`src/rtl/gbl_pkg.sv`:
```
// Shared types and constants for the separable blur core.
package gbl_pkg;

  localparam int TAP_W  = 16;
  localparam int PIX_W  = 8;
  localparam int DIM_W  = 11;
  localparam int RAD_W  = 2;
  localparam int KW     = 3;
  localparam int ACC_W  = 27;
  localparam int ADDR_W = 5;

  localparam logic CMD_PIXEL = 1'b0;
  localparam logic CMD_DRAIN = 1'b1;

  localparam logic [2:0] REG_WIDTH     = 3'd0;
  localparam logic [2:0] REG_HEIGHT    = 3'd1;
  localparam logic [2:0] REG_RADIUS    = 3'd2;
  localparam logic [2:0] REG_TAP_CTR   = 3'd3;
  localparam logic [2:0] REG_TAP_ONE   = 3'd4;
  localparam logic [2:0] REG_TAP_TWO   = 3'd5;
  localparam logic [2:0] REG_TAP_THREE = 3'd6;

  typedef struct packed {
    logic [DIM_W-1:0] image_width;
    logic [DIM_W-1:0] image_height;
    logic [RAD_W-1:0] radius;
    logic [TAP_W-1:0] tap_center;
    logic [TAP_W-1:0] tap_one;
    logic [TAP_W-1:0] tap_two;
    logic [TAP_W-1:0] tap_three;
  } gbl_cfg_t;

  typedef enum logic [2:0] {
    ST_IDLE,
    ST_HTAP,
    ST_HWR,
    ST_CHK,
    ST_VRD,
    ST_VACC,
    ST_VOUT
  } gbl_state_t;

endpackage

```
`src/rtl/gbl_mac.sv`:
```
// Shared multiply-accumulate unit with round-to-nearest and 8-bit saturation.
module gbl_mac (
  input  logic                      clk,
  input  logic                      en,
  input  logic                      clr,
  input  logic [gbl_pkg::TAP_W-1:0] tap,
  input  logic [gbl_pkg::PIX_W-1:0] data,
  output logic [gbl_pkg::PIX_W-1:0] result
);

  logic [gbl_pkg::ACC_W-1:0] acc_r, acc_nxt;
  logic [gbl_pkg::ACC_W-1:0] prod;
  logic [gbl_pkg::ACC_W:0]   rnd;
  logic [11:0]               hi;

  assign prod = gbl_pkg::ACC_W'(tap * data);

  always_comb begin
    acc_nxt = acc_r;
    if (en) begin
      acc_nxt = clr ? prod : acc_r + prod;
    end
  end

  always_ff @(posedge clk) begin
    acc_r <= acc_nxt;
  end

  assign rnd    = {1'b0, acc_r} + (gbl_pkg::ACC_W+1)'(32768);
  assign hi     = rnd[gbl_pkg::ACC_W:16];
  assign result = (|hi[11:8]) ? 8'hFF : hi[7:0];

endmodule

```
`config.mk`:
```
export PLATFORM = sky130hd
export DESIGN_NAME = gbl_mac
export DESIGN_NICKNAME = d
export VERILOG_FILES = /design/src/rtl/gbl_pkg.sv /design/src/rtl/gbl_mac.sv
export SDC_FILE = /design/constraint.sdc
export NUM_CORES = 1
export LEC_CHECK = 0
export BUFFER_PORTS_ARGS = -buffer_cell sky130_fd_sc_hd__buf_2
export CORE_MARGIN = 1
export CORE_UTILIZATION = 69
export DETAILED_ROUTE_END_ITERATION = 10
export PLACE_DENSITY = 0.89
export SYNTH_ARGS = -nofsm -noshare
export SYNTH_HDL_FRONTEND = slang
export SYNTH_SLANG_ARGS = --single-unit
```
`constraint.sdc`:
```
create_clock -name clk -period 12.9 [get_ports clk]
set_clock_uncertainty 0.1 [all_clocks]
set_input_delay 2.58 -clock clk [delete_from_list [all_inputs] [get_ports clk]]
set_output_delay 2.58 -clock clk [all_outputs]
set_load 0.01 [all_outputs]
```
==> qor.yml <==
layout:
  multiInputGateArea_um2: 5220
  antenna_cells: 0
  num-fill-cells: 640
  top_regs: "acc_r: 27 flops"
  areaGrowthSynthToFinish_pct: 4.57
  nNetsFinal: 944
  top_register: "acc_r"
  largest_register_ffs: 27
  drive_above_1_share_pct: 7.24
  final-seq-area_um2: 811
  post-route-cell-area_um2: 6810
grt:
  grt_usage_pct: 30.2
  antenna_found_initial: 0
  grt_max_degree: 52
  grt_pass1_vias: 5490
  grt_overflow_total: 0
  grt_pass1_wl_um: 23900
placement:
  place_congestion: 0.923
  pre_cts_ws_ns: 3.80
  hpwl_um: 11400
  dpl_cell_area_um2: 6760
  port_buffers: 34
sta:
  clock.fmax_mhz: 113
  maxSlewHeadroom_pct: 42.7
  setup_slack_ns: 4.07
  hold_viol: 0
  min_period_ns: 8.83
  finalSetupViolations: 0
  tightest_slew_ns: 0.859
  final-max-slew-violation-count: 0
  grt_setup_unrepaired: "false"
  period_share_pct: 68.4
  finalSetupTns_ns: 0
floorplanning:
  die_w_um: 99.2
  ios: 35
  dieArea_um2: 9830
  rows: 35
  initial_utilization_pct: 70.8
  die_y_um: 99.2
  core_area_um2: 9200
clock_tree:
  cts_tree: "yes"
  cts_root_buffer: "clkbuf_8"
  cts_resized: 0
  clockBufferDepth: 2
  worstSkewPairLatency_ns: 0.29
  clock_sinks: 27
  postCtsSetupRepairBufs: 0
  hold_buffers: 0
  clk_pin_slew_ns: 0.11
  htreeDepth: 1
  cts-buffers-inserted: 3
critical_path:
  worst_ep_required_time_ns: 12.80
  path_max_fanout: 16
  reg2reg_depth: 10
  crit_type: "in -> reg"
  worstSetupEndpointType: "flip-flop"
  startpoint_type: "input pin"
  arrival_ns: 8.73
detailed_routing:
  wl_um: 13900
  vias: 5270
  postRouteAntennaNets: 0
  wl_per_cell_um: 16.0
  drt-vias-per-instance: 6.05
  drt_iter0_drc: 169
  dr.pass1.iters: 4
  drc: 0
logic_synthesis:
  synthCells: 738
  synth_area_per_cell_um2: 8.83
  async_flop_share_pct: 0
  synthDistinctLibCells: 52
  synth_ff_type: "edfxtp_1"
  yosysSeqAreaShare_pct: 12.4
  synth_edf_count: 27
  netlist_area_um2: 6510
  yosysWarnings: 0
  synth_nets: 921
  ys_ff_latch: 27
min_path:
  hold_depth: 2
  hold_path.class: "reg -> reg"
flow_run:
  maxCapViolCount: 0
outcome:
  status: "complete, no violations"
==> layer usage <==
layer / global-route usage (%) / part of all wire [%] / vias to the layer above
li1: - / - / 2473
met1: 37.7 / 40 / 2563
met2: 52.6 / 51 / 171
met3: 3.16 / 4.3 / 63
met4: 14.8 / 4.7 / 0
met5: 0 / 0 / -
==> cells by family (layout without fill, tap and decap cells) <==
logic type,count (synthesis),after routing,share of synthesized area [%]
multiplexers,9,9,1.59
adder cells (fa/ha/maj),156,156,39.8
flip-flops,27,27,12.4
AO/OA/AOI/OAI,140,140,14.2
buffers and inverters,130,152,7.49
XOR/XNOR,45,45,6.05
AND/OR/NAND/NOR,231,231,18.5
==> path summary, 6_finish.rpt <==
path             from  slack [ns]         to
min          acc_r[0]        0.60   acc_r[0]
max           data[7]        4.07  acc_r[23]
min reg2reg  acc_r[0]        0.60   acc_r[0]
max reg2reg  acc_r[0]        9.53  acc_r[26]
==> layout make-up <==
class	count	share of cell area, %
timing repair buffer	34	2.50
clock inverter	1	0.110
inverter	114	6.28
sequential	27	11.9
tap	111	2.04
clock buffer	3	0.606
multi-input combinational	581	76.6
==> placed cells by master, fill, tap and decap left out, types with 3 or more instances in the layout <==
cell      Yosys  layout
inv_1       114     114
and2_1       91      91
fa_1         85      85
nand2_1      79      79
ha_1         71      71
buf_2         0      34
o21ai_0      33      33
a21oi_1      30      30
edfxtp_1     27      27
xnor2_1      23      23
a21o_1       23      23
xor2_1       22      22
nor2_1       15      15
a211oi_1      9       9
o21bai_1      9       9
nand3_1       8       8
and3_1        7       7
nor3_1        7       7
nor2b_1       7       7
mux2_2        7       7
a31oi_1       6       6
nand2b_1      5       5
o21ai_1       3       3
a221oi_1      3       3
clkbuf_8      0       3
==> synth_stat cells (all sizes together) (3+ instances only) <==
cell	number	area, µm²
fa	85	1700
inv	114	428
o21bai	9	67.6
xor2	22	193
nor3	7	35.0
edfxtp	27	811
a211oi	9	67.6
a31oi	6	37.5
mux2	8	93.8
a21o	23	173
ha	71	888
and3	7	43.8
a21oi	30	150
a221oi	3	26.3
nand3	8	40.0
or3	3	23.8
and2	91	569
clkbuf	14	52.6
xnor2	23	201
nand2b	5	31.3
nand2	79	297
o21ai	36	180
nor2b	7	43.8
nor2	15	56.3
==> worst max-delay path, cell delays in order <==
cell and delay [ns]:
buf_2 0.23, nand2_1 0.13, fa_1 0.52, fa_1 0.55, inv_1 0.05, fa_1 0.53
inv_1 0.05, fa_1 0.53, inv_1 0.04, ha_1 0.22, or3_4 0.38, o22a_1 0.21
o31a_1 0.14, a22o_1 0.29, o21ai_0 0.17, nand2_1 0.09, xor2_1 0.15, ha_1 0.33
a211o_1 0.32, o21ai_0 0.39, o21ai_1 0.25, a2111oi_0 0.49, a221oi_1 0.09
==> per-stage QoR <==
| step | hold WS, ns | utilization [%] | cells |
|---|---|---|---|
| after global routing | 0.645 | 74.1 | 871 |
| final | 0.602 | 74.1 | 871 |
| after detailed placement | 0.584 | 73.5 | 867 |
| after global placement | 0.557 | 73.5 | 867 |
| after floorplan | 0.550 | - | 738 |
| after CTS | 0.610 | 74.1 | 871 |
Power is not shown: default switching activity piles up to over one toggle a cycle in this logic, so the estimate is an artifact.
