`src/rtl/gbl_pkg.sv`:
```
// Shared types and constants for the separable blur core.
package gbl_pkg;

  localparam int TAP_W  = 16;
  localparam int PIX_W  = 8;
  localparam int DIM_W  = 11;
  localparam int RAD_W  = 2;
  localparam int KW     = 3;
  localparam int ACC_W  = 27;
  localparam int ADDR_W = 5;

  localparam logic CMD_PIXEL = 1'b0;
  localparam logic CMD_DRAIN = 1'b1;

  localparam logic [2:0] REG_WIDTH     = 3'd0;
  localparam logic [2:0] REG_HEIGHT    = 3'd1;
  localparam logic [2:0] REG_RADIUS    = 3'd2;
  localparam logic [2:0] REG_TAP_CTR   = 3'd3;
  localparam logic [2:0] REG_TAP_ONE   = 3'd4;
  localparam logic [2:0] REG_TAP_TWO   = 3'd5;
  localparam logic [2:0] REG_TAP_THREE = 3'd6;

  typedef struct packed {
    logic [DIM_W-1:0] image_width;
    logic [DIM_W-1:0] image_height;
    logic [RAD_W-1:0] radius;
    logic [TAP_W-1:0] tap_center;
    logic [TAP_W-1:0] tap_one;
    logic [TAP_W-1:0] tap_two;
    logic [TAP_W-1:0] tap_three;
  } gbl_cfg_t;

  typedef enum logic [2:0] {
    ST_IDLE,
    ST_HTAP,
    ST_HWR,
    ST_CHK,
    ST_VRD,
    ST_VACC,
    ST_VOUT
  } gbl_state_t;

endpackage

```
`src/rtl/gbl_cfg_regs.sv`:
```
// APB-style configuration register bank.
module gbl_cfg_regs (
  input  logic                       clk,
  input  logic                       rst_n,
  input  logic                       psel,
  input  logic                       penable,
  input  logic                       pwrite,
  input  logic [gbl_pkg::ADDR_W-1:0] paddr,
  input  logic [31:0]                pwdata,
  output logic [31:0]                prdata,
  output logic                       pready,
  output gbl_pkg::gbl_cfg_t          cfg,
  output logic                       restart
);

  gbl_pkg::gbl_cfg_t cfg_r, cfg_nxt;
  logic              wr_en;
  logic [2:0]        idx;
  logic              hit;

  assign pready = 1'b1;
  assign wr_en  = psel & penable & pwrite;
  assign idx    = paddr[4:2];
  assign cfg    = cfg_r;

  always_comb begin
    cfg_nxt = cfg_r;
    hit     = 1'b0;
    if (wr_en) begin
      unique case (idx)
        gbl_pkg::REG_WIDTH: begin
          cfg_nxt.image_width = pwdata[gbl_pkg::DIM_W-1:0];
          hit = 1'b1;
        end
        gbl_pkg::REG_HEIGHT: begin
          cfg_nxt.image_height = pwdata[gbl_pkg::DIM_W-1:0];
          hit = 1'b1;
        end
        gbl_pkg::REG_RADIUS: begin
          cfg_nxt.radius = pwdata[gbl_pkg::RAD_W-1:0];
          hit = 1'b1;
        end
        gbl_pkg::REG_TAP_CTR: begin
          cfg_nxt.tap_center = pwdata[gbl_pkg::TAP_W-1:0];
          hit = 1'b1;
        end
        gbl_pkg::REG_TAP_ONE: begin
          cfg_nxt.tap_one = pwdata[gbl_pkg::TAP_W-1:0];
          hit = 1'b1;
        end
        gbl_pkg::REG_TAP_TWO: begin
          cfg_nxt.tap_two = pwdata[gbl_pkg::TAP_W-1:0];
          hit = 1'b1;
        end
        gbl_pkg::REG_TAP_THREE: begin
          cfg_nxt.tap_three = pwdata[gbl_pkg::TAP_W-1:0];
          hit = 1'b1;
        end
        default: hit = 1'b0;
      endcase
    end
  end

  assign restart = hit;

  always_comb begin
    unique case (idx)
      gbl_pkg::REG_WIDTH:     prdata = {21'd0, cfg_r.image_width};
      gbl_pkg::REG_HEIGHT:    prdata = {21'd0, cfg_r.image_height};
      gbl_pkg::REG_RADIUS:    prdata = {30'd0, cfg_r.radius};
      gbl_pkg::REG_TAP_CTR:   prdata = {16'd0, cfg_r.tap_center};
      gbl_pkg::REG_TAP_ONE:   prdata = {16'd0, cfg_r.tap_one};
      gbl_pkg::REG_TAP_TWO:   prdata = {16'd0, cfg_r.tap_two};
      gbl_pkg::REG_TAP_THREE: prdata = {16'd0, cfg_r.tap_three};
      default:                prdata = 32'd0;
    endcase
  end

  always_ff @(posedge clk) begin
    if (!rst_n) begin
      cfg_r.image_width  <= 11'd640;
      cfg_r.image_height <= 11'd480;
      cfg_r.radius       <= 2'd2;
      cfg_r.tap_center   <= 16'd24217;
      cfg_r.tap_one      <= 16'd16020;
      cfg_r.tap_two      <= 16'd4637;
      cfg_r.tap_three    <= 16'd0;
    end else begin
      cfg_r <= cfg_nxt;
    end
  end

endmodule

```
`config.mk`:
```
export PLATFORM = sky130hd
export DESIGN_NAME = gbl_cfg_regs
export DESIGN_NICKNAME = d
export VERILOG_FILES = /design/src/rtl/gbl_pkg.sv /design/src/rtl/gbl_cfg_regs.sv
export SDC_FILE = /design/constraint.sdc
export NUM_CORES = 1
export LEC_CHECK = 0
export ABC_AREA = 1
export BUFFER_PORTS_ARGS = -buffer_cell sky130_fd_sc_hd__buf_4
export CAP_MARGIN = 0
export CELL_PAD_IN_SITES_DETAIL_PLACEMENT = 0
export CELL_PAD_IN_SITES_GLOBAL_PLACEMENT = 1
export CORE_ASPECT_RATIO = 0.8
export CORE_MARGIN = 5
export CORE_UTILIZATION = 34
export DETAILED_ROUTE_END_ITERATION = 10
export PLACE_DENSITY = 0.91
export SLEW_MARGIN = 40
export SYNTH_ARGS = -nofsm -noshare
export SYNTH_HDL_FRONTEND = slang
export SYNTH_SLANG_ARGS = --single-unit
```
`constraint.sdc`:
```
create_clock -name clk -period 1.42 [get_ports clk]
set_input_delay 0.213 -clock clk [delete_from_list [all_inputs] [get_ports clk]]
set_output_delay 0.213 -clock clk [all_outputs]
set_load 0.01 [all_outputs]
```
==> impl_results.md, run 1 <==
- Syn avg cell area: 6.587 µm²
- Reg clk slew, reported paths: 0.06 ns
- FILL cells: 1341
- Cell area after synthesis: 4486 µm²
- RSZ-0062 raised after global routing: yes
- Max IR drop VDD: 0.0005652 V
- Critical path data arrival time: 1.21 ns
- Setup TNS: -0.0005780 ns
- Register Area: 1805 µm²
- Most used routing layer: met2
- Critical path type: reg -> out
- TritonCTS Buffers: 9
- Critical Path Sink: prdata[7]
- Final Total Pwr: 5.476 mW
- ANT nets after route: 0
- Post-DP HPWL: 11.65 mm
- CTS tree: done
- Largest net degree at the start of global routing: 45
- Crit-path slowest cell: dfxtp_2
- M3 GR Usage: 5.957%
- Critical path capture point type: output pin
- Pwr dens: 859.0 nW/µm²
- Die ar.: 15600 µm²
- Met2 usage: 30.72%
- Gp weighted congestion: 0.8570
- Worst Skew: 0 ns
- 1st-pass router iterations: 5
- DP Worst Slack: -0.07745 ns
- PnR worst setup slack: -0.0005780 ns
- Drt drc: 0
- Cell breakdown of the critical path: nand4_1, nand2_1, nor2_2, nand2_1, buf_6
- DIE HEIGHT: 112.7 µm
- Static leakage: 3.067 nW
- Critical path launch point: cfg[7]$_SDFFE_PN0P_
- Max reg flops: 88
- Reg2Reg Depth: 3
- WP depth: 5
- Initial antenna violation count: 0
- Finished Core Util: 49.36%
- Vias in the first global route: 4421
- Top cell type by total area after synthesis: dfxtp_1
- Hold Path Class: in -> reg
- Top cells by area, synth: dfxtp_1 (39%), nand2_1 (19%), nor2_1 (11%), nand3_1 (8.1%), nand4_1 (5.6%)
- CTS sink cnt: 88
- First-iteration detailed-routing DRC count: 458
- Deepest clock path buffer count: 2
- Fraction of layout cells with a size suffix above 1: 32.18%
- Seq/Total Area, Yosys: 39.27%
- Failing checks: setup timing
- Critical path's largest stage delay: 0.33 ns
- Post-route insts no fill: 1014
- Total track usage: 19.57%
- First-pass GRT wire length: 24.42 mm
- Mean routed wirelength per cell: 15.83 µm
- Input/output buffers: 128
- Period Utilization, post-route: 100.0%
- Chip Width: 138.4 µm
- Crit Path Max Fanout: 3
- GRT overflow: 0
- CTS root buf: clkbuf_16
- Slew Limit Fails: 0
- Row cnt: 37
- Placed Cells: 985
- Worst R2R End: cfg[54]$_SDFFE_PN0P_
- Ys Warns: 0
- Setup violations, final: 1
- Final wirelength: 16.05 mm
- Area growth syn-to-layout: 42.12%
- N_diodes: 0
- Placeable Area: 12920 µm²
- Highest Clock Rate: 0.7039 GHz
- Final Critical Period: 1.421 ns
- CP top delay family: simple AND/OR/NAND/NOR gates
- Worst Path Buf+Inv: 1
- Setup crit start kind: register
- Run status: finished with violations
- Worst EP required: 1.21 ns
- Drt via density: 4.811
- Hold_buf cts: 0
- Multi-input gate area: 2328 µm²
- I/O pin count: 164
- R2R setup slack: 0.71 ns
- Cells after synthesis: 681
- Initial core utilization: 34.73%
- Grt met1 use: 26.41%
- Number of synthesized register bits: 88
- H-tree Lvls: 3
- Final net count: 877
- Clk_lat worst skew: 0.35 ns
- Total number of vias: 4878
- R2R Path Start: cfg[54]$_SDFFE_PN0P_
- Post-synth top area share: 39.27%
- Most numerous cell on the critical path: nand2_1
- Final Hold Viols: 0
- Max Cap Violations: 0
- Yosys cell types: 22
==> per-layer routing <==
layer  vias to the layer above  share of wire, %  routed length (µm)
met4                         0               1.9                 311
met2                       192                45                7260
li1                       2437                 -                   -
met1                      2226                44                7122
met3                        23               8.5                1358
met5                         -                 0                   0
==> layout make-up <==
type	count	share of cell area, %
multi-input combinational	516	36.53
sequential	88	28.32
timing repair buffer	189	25.83
clock buffer	14	3.827
tap	175	3.435
inverter	31	1.982
clock inverter	1	0.07851
==> worst min path at each step <==
stage                            to        from  depth (start not counted)
2_1_floorplan  cfg[84]$_SDFFE_PN1P_   pwdata[7]                          2
3_3_place_gp   cfg[62]$_SDFFE_PN1P_  pwdata[14]                          3
3_5_place_dp   cfg[72]$_SDFFE_PN1P_   pwdata[6]                          3
4_1_cts        cfg[72]$_SDFFE_PN1P_   pwdata[6]                          3
5_1_grt        cfg[72]$_SDFFE_PN1P_   pwdata[6]                          3
6_report       cfg[72]$_SDFFE_PN1P_   pwdata[6]                          3
==> where the power goes <==
group | internal, mW | leakage, nW | switching, mW
Sequential | 2.50 | 0.718 | 0.0279
Combinational | 0.329 | 2.23 | 0.466
Clock | 1.18 | 0.121 | 0.972
Total | 4.01 | 3.07 | 1.47
==> placed cells by master, fill, tap and decap left out <==
cell,count
conb_1,17
nand2_4,2
a31oi_1,1
inv_1,27
buf_12,14
nand3_1,70
nor2_2,11
nand2_2,4
clkbuf_1,5
nand3_2,5
inv_6,2
nor2_1,128
nand2_1,218
inv_2,2
buf_4,161
nand3_4,2
o21ai_0,7
nor2_4,6
clkinv_2,1
clkbuf_16,9
dfxtp_2,35
a21oi_1,3
nand4_1,40
buf_6,14
dfxtp_1,53
nor2_8,2
==> cells by family after synthesis <==
logic type	count (synthesis)	synth area share, %
other	2	0.1674
AO/OA/AOI/OAI	11	1.255
flip-flops	88	39.27
buffers and inverters	92	11.30
AND/OR/NAND/NOR	488	48.01
==> worst reg2reg max path, delay by kind of cell (launching register included) <==
kind,cells,cell delay (ns)
and+or+nand+nor,2,0.14
DFF,1,0.33
buffers and inverters,1,0.13
==> metrics by stage <==
| stage | area [µm²] | hold slack, ns |
|---|---|---|
| after floorplan | 4542 | 0.3391 |
| after global placement | 5859 | 0.4358 |
| after detailed placement | 5859 | 0.4387 |
| after CTS | 6155 | 0.08064 |
| after global routing | 6375 | 0.08434 |
| final | 6375 | 0.08723 |
==> synth_stat cells (all sizes together) <==
cell type  count
a31oi          1
inv           31
clkbuf         6
nand3         77
nand4         40
o21ai          7
nand2        224
nor2         147
conb           2
dfxtp         88
buf           55
a21oi          3
==> what timing repair did <==
item | CTS | global route
endpoints found under the setup margin | 10 | 16
setup buffers | 1 | 13
pin swaps | 5 | 30
resized for setup | 13 | 58
(Power assumes the default switching activity.)
==> run 2: changes to the inputs <==
--- a/config.mk
+++ b/config.mk
@@ -12,9 +12,10 @@
 export CELL_PAD_IN_SITES_GLOBAL_PLACEMENT = 1
 export CORE_ASPECT_RATIO = 0.8
 export CORE_MARGIN = 5
-export CORE_UTILIZATION = 34
+export CORE_UTILIZATION = 30
+export CTS_CLUSTER_SIZE = 30
 export DETAILED_ROUTE_END_ITERATION = 10
-export PLACE_DENSITY = 0.91
+export PLACE_DENSITY = 0.85
 export SLEW_MARGIN = 40
 export SYNTH_ARGS = -nofsm -noshare
 export SYNTH_HDL_FRONTEND = slang
==> constraint.sdc (replaced) <==
create_clock -name clk -period 1.3 [get_ports clk]
set_input_delay 0.195 -clock clk [delete_from_list [all_inputs] [get_ports clk]]
set_output_delay 0.195 -clock clk [all_outputs]
set_load 0.01 [all_outputs]
==> impl_results.md, run 2 (synthesis gave the netlist of run 1 again) <==
- RSZ-0062 raised after global routing: yes
- 1st-pass router iterations: 5
- I/O pin count: 164
- Total track usage: 19.47%
- Placed Cells: 1014
- Drt drc: 0
- H-tree Lvls: 3
- Row cnt: 40
- Grt met1 use: 26.05%
- Final net count: 921
- First-pass GRT wire length: 26.73 mm
- Pwr dens: 897.0 nW/µm²
- First-iteration detailed-routing DRC count: 399
- Final Critical Period: 1.388 ns
- Highest Clock Rate: 0.7206 GHz
- DP Worst Slack: -0.1087 ns
- CTS tree: done
- Most common cell after layout, fill and taps aside: nand2_1
- Mean routed wirelength per cell: 16.07 µm
- Critical path type: reg -> out
- Final wirelength: 17.23 mm
- Setup crit start kind: register
- Critical path data arrival time: 1.19 ns
- Register Area: 1824 µm²
- Deepest clock path buffer count: 2
- Max Cap Violations: 0
- ANT nets after route: 0
- TritonCTS Buffers: 9
- Final Total Pwr: 6.240 mW
- Max IR drop VDD: 0.0005785 V
- Static leakage: 3.342 nW
- Worst EP required: 1.11 ns
- Failing checks: setup timing
- Total number of vias: 4987
- Measured slew at the worst slew-check pin: 0.5101 ns
- Max reg flops: 88
- Setup violations, final: 11
- Worst Skew: 0 ns
- Largest net degree at the start of global routing: 27
- DIE HEIGHT: 119.4 µm
- CTS root buf: clkbuf_16
- CTS sink cnt: 88
- Final Hold Viols: 0
- Multi-input gate area: 2430 µm²
- Post-DP HPWL: 12.32 mm
- Post-route insts no fill: 1072
- Initial core utilization: 30.18%
- N_diodes: 0
- Run status: finished with violations
- Chip Width: 146.7 µm
- FILL cells: 1466
- Vias in the first global route: 4734
- Period Utilization, post-route: 106.7%
- Critical path capture point type: output pin
- Fraction of layout cells with a size suffix above 1: 39.64%
- Slew Limit Fails: 0
- Crit Path Max Fanout: 3
- PnR worst setup slack: -0.08771 ns
- GRT overflow: 0
- Gp weighted congestion: 0.8932
- Drt via density: 4.652
- Reg clk slew, reported paths: 0.06 ns
- Clk_lat worst skew: 0.34 ns
- Hold path depth: 3
- Worst rel slew slack: 65.91%
- Hold Path Class: in -> reg
- Reg2Reg Depth: 3
- Most used routing layer: met2
- Placeable Area: 14860 µm²
- Die ar.: 17510 µm²
- Area growth syn-to-layout: 55.09%
- Initial antenna violation count: 0
- Input/output buffers: 128
- Met2 usage: 30.65%
- Most frequent cells in the layout: nand2_1 (211), buf_4 (200), nor2_1 (129)
- M3 GR Usage: 5.135%
-- run 2: cell types whose count changed in the layout (fill, tap and decap cells not counted), sizes merged --
cell / before / now
buf: 189 / 231
bufbuf: 0 / 1
clkbuf: 14 / 13
clkinv: 1 / 2
clkinvlp: 0 / 1
-- run 2: final cells by class --
type | count | share of cell area [%]
well taps | 189 | 3.399
multi-input cells | 516 | 34.93
clock inverters | 3 | 0.2518
flip-flops and latches | 88 | 26.22
repair buffers | 233 | 29.62
clock buffers | 12 | 3.687
inverters | 31 | 1.888
-- run 2: worst max-delay path: stages, from the launching register on --
cell	delay, ns
dfxtp_2	0.33
nand4_1	0.09
nand2_1	0.08
nor2_2	0.15
nand2_1	0.08
buf_6	0.12
-- run 2: power breakdown --
part	internal (mW)	total, mW	switching [mW]
combinational	0.454	1.00	0.551
clock	1.38	2.47	1.09
sequential	2.73	2.76	0.0282
-- run 2: final timing paths --
kind	slack [ns]	start	end
worst min register to register	0.48	cfg[48]$_SDFFE_PN1P_	cfg[48]$_SDFFE_PN1P_
worst max-delay path	-0.09	cfg[23]$_SDFFE_PN0P_	prdata[7]
worst min-delay path	0.07	pwdata[8]	cfg[74]$_SDFFE_PN1P_
worst max register to register	0.58	cfg[32]$_SDFFE_PN0P_	cfg[32]$_SDFFE_PN0P_
-- run 2: through the flow --
stage / cell area [µm²] / setup TNS, ns / utilization (%) / hold slack, ns
floorplan: 4542 / 0 / - / 0.3211
global placement: 6002 / -2.659 / 40.38 / 0.4167
detailed placement: 6002 / -3.391 / 40.38 / 0.4214
CTS: 6804 / -0.4970 / 45.77 / 0.05787
global route: 6957 / -1.134 / 46.80 / 0.07568
finish: 6957 / -0.5736 / 46.80 / 0.06667
-- run 2: layer usage --
metal | share of wire (%) | up-vias
met5 | 0 | -
met3 | 6.3 | 24
met4 | 1.9 | 0
met1 | 46 | 2292
li1 | - | 2519
met2 | 46 | 152
-- run 2: repair_timing --
item,4_1_cts,5_1_grt
hold buffers,0,0
setup buffers,34,7
pin swaps,41,26
resized for setup,84,35
endpoints found under the setup margin,16,15
gates cloned,2,0
